$ cat config.mk
export PLATFORM = sky130hd
export DESIGN_NAME = rpbr_cell
export DESIGN_NICKNAME = d
export VERILOG_FILES = /design/src/hdl/rpbr_pkg.sv /design/src/hdl/rpbr_cell.sv
export SDC_FILE = /design/constraint.sdc
export NUM_CORES = 1
export LEC_CHECK = 0
export BUFFER_PORTS_ARGS = -buffer_cell sky130_fd_sc_hd__buf_2
export CORE_UTILIZATION = 46
export CTS_CLUSTER_SIZE = 16
export DETAILED_ROUTE_END_ITERATION = 12
export GPL_TIMING_DRIVEN = 0
export PLACE_DENSITY = 0.92
export SLEW_MARGIN = 20
export SYNTH_ARGS = -nofsm -noshare
export SYNTH_HDL_FRONTEND = slang
export SYNTH_SLANG_ARGS = --single-unit
$ cat constraint.sdc
create_clock -name clk -period 4.2 [get_ports clk]
set_clock_uncertainty 0.15 [all_clocks]
set_input_delay 0.63 -clock clk [delete_from_list [all_inputs] [get_ports clk]]
set_output_delay 0.63 -clock clk [all_outputs]
set_load 0.005 [all_outputs]
$ cat src/hdl/rpbr_pkg.sv
`default_nettype none

package rpbr_pkg;

  localparam int MAX_LEN_DEF = 64;
  localparam int VAL_W       = 32;
  localparam int POS_W       = 6;

  typedef logic signed [VAL_W-1:0] value_t;
  typedef logic [POS_W-1:0]        pos_t;

  typedef struct packed {
    logic signed [VAL_W-1:0] item_value;
    logic                    item_last;
  } in_item_t;

  typedef struct packed {
    logic [POS_W-1:0]        removal_position;
    logic [POS_W-1:0]        source_index;
    logic signed [VAL_W-1:0] removed_value;
    logic                    run_end;
  } out_item_t;

  // Contents of one cell of the sorted chain.
  typedef struct packed {
    value_t value;
    pos_t   src;
    pos_t   cnt;
  } entry_t;

  // Broadcast from the controller to every cell.
  typedef struct packed {
    logic   load_en;
    logic   drain_en;
    value_t new_value;
    pos_t   new_src;
  } cell_ctrl_t;

  typedef enum logic {
    ST_LOAD,
    ST_DRAIN
  } state_t;

endpackage

`default_nettype wire

$ cat src/hdl/rpbr_cell.sv
`default_nettype none

module rpbr_cell
  import rpbr_pkg::*;
#(
  parameter int CELL_IDX = 0,
  parameter int CNT_W    = 7
) (
  input  wire logic             clk,
  input  wire cell_ctrl_t       ctrl,
  input  wire logic [CNT_W-1:0] fill,
  input  wire entry_t           left_entry,
  input  wire logic             left_sel,
  input  wire entry_t           right_entry,
  output entry_t                entry,
  output logic                  sel
);

  localparam logic [CNT_W-1:0] MY_IDX = CNT_W'(CELL_IDX);

  entry_t entry_r;
  entry_t entry_nxt;
  logic   occupied;
  logic   take_new;

  // The chain is kept in ascending order, so sel is low on a prefix of the
  // chain and high from the insertion point onward.
  assign occupied = (MY_IDX < fill);
  assign sel      = !occupied || (entry_r.value > ctrl.new_value);
  assign take_new = sel && !left_sel;

  always_comb begin
    entry_nxt = entry_r;
    if (ctrl.load_en) begin
      if (take_new) begin
        entry_nxt.value = ctrl.new_value;
        entry_nxt.src   = ctrl.new_src;
        // Every occupied cell at or after this one holds a greater value.
        entry_nxt.cnt   = POS_W'(fill - MY_IDX);
      end else if (sel) begin
        entry_nxt = left_entry;
      end
    end else if (ctrl.drain_en) begin
      entry_nxt = right_entry;
    end
  end

  always_ff @(posedge clk) begin
    entry_r <= entry_nxt;
  end

  assign entry = entry_r;

endmodule

`default_nettype wire

==> reports/metrics.csv, run 1 <==
stage;metric;value;unit
setup_path;crit_type;input pin to output port;
setup_path;max_stage_delay;0.60;ns
clocking;hold_buffers;0;
die;die_h;89.6;um
clocking;path_clk_slew;0.09;ns
power;p_int;1.06;mW
setup_path;critPathBufInv;4;
worst_hold_path;hold_path_startpoint;right_entry[7];
power;power_switching;0.590;mW
setup_path;crit_required;3.42;ns
grt;grt_max_degree;45;
drt;avgViaCountPerCell;6.03;
power;power;1.65;mW
clocking;numCtsBuffers;5;
final_layout;num-fill-cells;658;
die;start_util;48.1;%
sta;tightest_slew;0.919;ns
synthesis;yosysSeqAreaShare;37.5;%
place;gp_congestion;0.865;
sta;slew_violations;0;
die;io-pin-count;182;
final_layout;antennaDiodeCount;0;
setup_path;crit_start;ctrl[37];
clocking;cts_setup_buffers;0;
clocking;clock_sink_count;44;
drt;dr.pass1.iters;5;
power;powerDensity;354;mW/mm2
final_layout;multiInputGateArea;0.00190;mm2
synthesis;syn_avg_cell_area;9.07;um2
grt;track_usage;29.4;%
synthesis;postSynthCellCount;389;
setup_path;reg2reg_from;entry[43];
power;peakVddDrop;0.206;mV
setup_path;crit_family;simple AND/OR/NAND/NOR gates;
worst_hold_path;hold_class;input pin to flip-flop;
final_layout;largest_register_ffs;44;
grt;antenna_found_initial;0;
die;core_area;0.00733;mm2
drt;first_iter_violations;208;
power;seqPwrFrac;39.2;%
synthesis;synth_seq_cells;44;
power;p_sw_share;35.8;%
clocking;clk_path_buf_depth;2;
grt;grt_pass1_wl;18.1;mm
status;status;complete, no violations;
sta;setup_viol;0;
final_layout;layout_common_cells;buf_2 (188), nand4_1 (52), nor2_1 (44), a31oi_1 (44), edfxtp_1 (44);
sta;setup_slack;0.257;ns
setup_path;endpoint_kind;output port;
sta;hold_viol;0;
drt;wire_per_inst;17.6;um
place;placed_cells;668;
clocking;cts_resized;0;
setup_path;crit_arrival;3.16;ns
setup_path;crit_path_max_fanout;9;
drt;route.detailed.drc;0;
place;pre_cts_slack;0.128;ns
setup_path;path_cells;buf_2, inv_1, ha_1, nand4_1, or4_4, or3_4, and4b_1, buf_6, or3_4, buf_2;
sta;rsz0062_at_grt;false;
final_layout;fin_cells;676;
synthesis;yosys_warnings;0;
die;rows;31;
final_layout;seq_area;0.00132;mm2
drt;route.vias.total;4076;
setup_path;worst_path_max_delay_cell;or4_4;
drt;ant_nets;0;
sta;fmax;254;MHz
setup_path;startpoint_type;input pin;
synthesis;netlist_area;0.00353;mm2
grt;grt_pass1_vias;3881;
clocking;cts_root_buf;clkbuf_8;
final_layout;final_util;63.6;%
run;cap_violations;0;
power;power_frac_comb;40.4;%
sta;slew_headroom;38.2;%
clocking;clkLatencyLatePin;0.30;ns
final_layout;nets;745;
power;pwr-share-clk;20.4;%
die;dieArea;0.00802;mm2
final_layout;syn2layout_area_growth;32.1;%
die;die_x;89.6;um
sta;tns;0;ns
grt;overflow;0;
synthesis;syn_nets;558;
sta;min_period_over_period;93.9;%
clocking;cts_tree;built;
place;portBuffers;180;
synthesis;synth.distinct_cells;38;
final_layout;mostFrequentLayoutCell;buf_2;
final_layout;drive_gt1_share;36.0;%
clocking;htree_levels;2;
place;dp_hpwl;9.02;mm
power;p_leak;2.12;nW
drt;wirelength;11.9;mm
sta;period_needed;3.94;ns
stage by stage:
stage	cell area [um2]	hold WS (ns)
floorplan	3530	0.729
global placement	4550	0.820
detailed placement	4550	0.828
CTS	4660	0.519
global route	4660	0.531
finish	4660	0.526
cell families after synthesis:
| kind of cell | count (synthesis) | share of synthesized area (%) |
|---|---|---|
| AND/OR/NAND/NOR | 120 | 18.1 |
| flip-flops | 44 | 37.5 |
| adder cells (fa/ha/maj) | 32 | 11.4 |
| multiplexers | 1 | 0.426 |
| buffers and inverters | 76 | 8.73 |
| AO/OA/AOI/OAI | 116 | 23.9 |
worst register-to-register path, delay by kind of cell, from the launching register on:
family	cells	cell delay [ns]
AO/OA/AOI/OAI	1	0.46
adder cells (fa/ha/maj)	1	0.39
flip-flops	1	0.41
AND/OR/NAND/NOR	4	1.39
multiplexers	1	0.56
layout make-up:
| class | count | area share [%] |
|---|---|---|
| buffer | 41 | 3.79 |
| clock buffer | 6 | 1.56 |
| clock inverter | 2 | 0.752 |
| inverter | 35 | 2.82 |
| multi-input combinational | 269 | 40.7 |
| sequential | 44 | 28.4 |
| tap | 99 | 2.66 |
| timing repair buffer | 180 | 19.3 |
power groups by stage:
stage | Clock [mW] | Combinational (mW) | Sequential, mW
after floorplan | 0 | 0.377 | 0.659
after global placement | 0 | 0.630 | 0.651
after detailed placement | 0 | 0.660 | 0.657
after CTS | 0.334 | 0.662 | 0.647
after global routing | 0.351 | 0.747 | 0.657
final | 0.336 | 0.666 | 0.647
cells in the mapped netlist:
library cell  count  share of area (%)
nand4_1          52                9.2
a31oi_1          44                7.8
edfxtp_1         44                 37
nor2_1           44                4.7
o311ai_0         38                9.4
inv_1            34                3.6
ha_1             32                 11
clkbuf_1         26                2.8
a21oi_1          15                2.1
nand2_1           9               0.96
buf_2             8                1.1
o311ai_1          6                1.5
clkbuf_2          4               0.57
o21ai_0           4               0.57
nand3_1           3               0.43
buf_1             2               0.21
o211ai_1          2               0.43
or3_4             2               0.64
a2111o_1          1               0.32
a21bo_2           1               0.28
a21o_1            1               0.21
a221oi_1          1               0.25
a22oi_2           1               0.35
a31oi_2           1               0.35
and3_1            1               0.18
and4b_1           1               0.28
buf_6             1               0.32
clkinv_1          1               0.11
mux2_4            1               0.43
nand2b_1          1               0.18
nor2b_1           1               0.18
nor3_1            1               0.14
nor4_1            1               0.18
nor4_2            1               0.35
o211a_1           1               0.28
or3_1             1               0.18
or4_1             1               0.21
or4_4             1               0.32
worst paths after layout:
path	to	cells past startpoint	slack, ns
setup / recovery	sel	10	0.26
hold reg to reg	entry[1]	6	1.10
hold / removal	entry[7]	3	0.53
setup reg to reg	entry[31]	7	0.46
routing by layer:
metal	wire length (um)	part of all wire, %	track usage, %	vias up
met5	0	0	0	-
met4	207	1.7	10.8	0
met3	953	8.0	4.99	20
met2	5910	50	50.6	242
met1	4830	41	37.0	1874
li1	-	-	-	1940
No activity file was read; power rests on OpenSTA's default activity.
==> run 2: changes to the inputs <==
- ABC_CLOCK_PERIOD_IN_PS: unset -> 4200
- PLACE_DENSITY: 0.92 -> 0.86
==> run 2 against run 1 <==
Against the previous run:
- sequential power barely moved
- core utilization is 0.27 points lower
- design area is 0.43% lower
- global-route usage fell by 0.16 points
- sequential cell count is the same
- cell count did not move
- maximum frequency shrank 0.25%
- sequential share of layout area rose by 0.12 points
- total power is 3.5% lower
- hold slack lost 0.0091 ns
- die area stayed put
- non-clock buffer count unchanged
- critical path type unchanged
- critical endpoint unchanged
==> reports/metrics.csv, run 2 (synthesized netlist as in run 1, its figures left out) <==
stage;metric;value;unit;change
drt;dr.pass1.iters;5;;unchanged
drt;ant_nets;0;;unchanged
final_layout;mostFrequentLayoutCell;buf_2;;
sta;min_period_over_period;94.1;%;+0.24 points
die;rows;31;;unchanged
sta;fmax;253;MHz;-0.25%
final_layout;drive_gt1_share;36.0;%;unchanged
die;dieArea;0.00802;mm2;unchanged
drt;route.vias.total;4122;;+1.1%
sta;finalHoldWorstSlack;0.517;ns;-0.00912 ns
worst_hold_path;whs_path_depth;3;;unchanged
clocking;clock_sink_count;44;;unchanged
final_layout;layout_common_cells;buf_2 (188), nand4_1 (52), nor2_1 (44), a31oi_1 (44), edfxtp_1 (44);;
clocking;clkLatencyLatePin;0.31;ns;about the same
setup_path;r2r-end;entry[32];;
setup_path;reg2reg_from;entry[43];;
final_layout;nets;745;;unchanged
drt;wire_per_inst;17.6;um;about the same
worst_hold_path;hold_path_startpoint;right_entry[19];;
sta;period_needed;3.95;ns;+0.00989 ns
sta;setup_slack;0.247;ns;-0.00989 ns
sta;tightest_slew;0.997;ns;+0.0784 ns
sta;slew_violations;0;;unchanged
grt;grt_pass1_vias;3876;;-0.13%
setup_path;crit_required;3.42;ns;about the same
setup_path;r2r_cells;7;;unchanged
setup_path;crit_path_max_fanout;9;;unchanged
run;cap_violations;0;;unchanged
drt;wirelength;11.9;mm;about the same
setup_path;crit_type;input pin to output port;;
die;die_x;89.6;um;unchanged
setup_path;startpoint_type;input pin;;
place;portBuffers;180;;unchanged
grt;grt_max_degree;45;;unchanged
setup_path;crit_arrival;3.17;ns;about the same
sta;hold_viol;0;;unchanged
die;start_util;48.1;%;unchanged
setup_path;max_stage_delay;0.60;ns;about the same
setup_path;reg2reg_setup_slack;0.44;ns;-0.02 ns
clocking;cts_resized;0;;unchanged
sta;setup_viol;0;;unchanged
die;io-pin-count;182;;unchanged
clocking;htree_levels;2;;unchanged
setup_path;critPathBufInv;4;;unchanged
clocking;numCtsBuffers;5;;unchanged
final_layout;multiInputGateArea;0.00190;mm2;unchanged
power;power;1.59;mW;-3.5%
final_layout;largest_register_ffs;44;;unchanged
sta;slew_headroom;33.0;%;-5.3 points
setup_path;path_cells;buf_2, inv_1, ha_1, nand4_1, or4_4, or3_4, and4b_1, buf_6, or3_4, buf_2;;
drt;avgViaCountPerCell;6.10;;+1.1%
clocking;cts_tree;built;;
final_layout;seq_area;0.00132;mm2;unchanged
final_layout;fin_cells;676;;unchanged
clocking;cts_root_buf;clkbuf_8;;
place;placed_cells;668;;unchanged
worst_hold_path;hold_end;entry[19];;
place;gp_congestion;0.840;;-2.9%
final_layout;syn2layout_area_growth;31.5;%;
final_layout;num-fill-cells;635;;-3.5%
sta;rsz0062_at_grt;false;;
setup_path;endpoint_kind;output port;;
grt;overflow;0;;unchanged
clocking;hold_buffers;0;;unchanged
power;powerDensity;343;mW/mm2;-3.1%
power;peakVddDrop;0.157;mV;-24%
place;pre_cts_slack;0.120;ns;-0.00885 ns
die;die_h;89.6;um;unchanged
final_layout;antennaDiodeCount;0;;unchanged
place;dp_hpwl;8.93;mm;-0.99%
die;core_area;0.00733;mm2;unchanged
clocking;cts_setup_buffers;0;;unchanged
power;p_leak;2.10;nW;-0.82%
grt;antenna_found_initial;0;;unchanged
drt;route.detailed.drc;0;;unchanged
grt;grt_pass1_wl;17.8;mm;-1.6%
clocking;path_clk_slew;0.09;ns;about the same
drt;first_iter_violations;266;;+28%
setup_path;worst_path_max_delay_cell;or4_4;;
setup_path;crit_family;simple AND/OR/NAND/NOR gates;;
clocking;clk_path_buf_depth;2;;unchanged
sta;tns;0;ns;unchanged
status;status;complete, no violations;;
worst_hold_path;hold_class;input pin to flip-flop;;
grt;track_usage;29.3;%;-0.16 points
-- run 2: cell count changes in the layout (fill, tap and decap cells not counted) --
cell / previous run / this run
bufinv_16: 1 / 0
clkinv_2: 1 / 0
clkinv_1: 1 / 2
clkinvlp_4: 0 / 2
clkbuf_1: 27 / 26
-- run 2: layer usage --
| metal | GRT usage (%) | wire, um |
|---|---|---|
| met5 | 0 | 0 |
| met4 | 10.4 | 160 |
| met3 | 6.46 | 1060 |
| met2 | 51.0 | 5970 |
| met1 | 35.4 | 4700 |
-- run 2: worst max-delay path by stage --
stage / slack [ns] / startpoint / cells after the start / to
final: 0.25 / ctrl[37] / 10 / sel
after global routing: 0.14 / ctrl[37] / 10 / sel
after CTS: 0.25 / ctrl[37] / 10 / sel
after detailed placement: 0.12 / ctrl[37] / 9 / entry[31]
after global placement: 0.17 / ctrl[37] / 9 / entry[31]
after floorplan: 0.54 / ctrl[37] / 9 / entry[0]
-- run 2: layout make-up --
class / count / share of cell area (%)
sequential: 44 / 28.5
clock inverter: 3 / 0.405
clock buffer: 5 / 1.48
multi-input combinational: 269 / 40.9
timing repair buffer: 180 / 19.4
inverter: 35 / 2.83
buffer: 41 / 3.80
tap: 99 / 2.67
-- run 2: worst register-to-register path: cells and delay by family (launching register included) --
| family | cells | cell delay, ns |
|---|---|---|
| flip-flops | 1 | 0.40 |
| multiplexers | 1 | 0.58 |
| adder cells (fa/ha/maj) | 1 | 0.38 |
| AO/OA/AOI/OAI | 1 | 0.46 |
| AND/OR/NAND/NOR | 4 | 1.40 |
-- run 2: through the flow --
| step | cell area (um2) | utilization (%) |
|---|---|---|
| 6_report | 4640 | 63.3 |
| 4_1_cts | 4640 | 63.3 |
| 3_5_place_dp | 4550 | 62.1 |
| 5_1_grt | 4640 | 63.3 |
| 3_3_place_gp | 4550 | 62.1 |
| 2_1_floorplan | 3530 | - |
-- run 2: report_power, final --
part           internal [mW]  switching (mW)  leakage (nW)
sequential             0.606          0.0419         0.424
combinational          0.276           0.388          1.64
clock                  0.115           0.165        0.0378
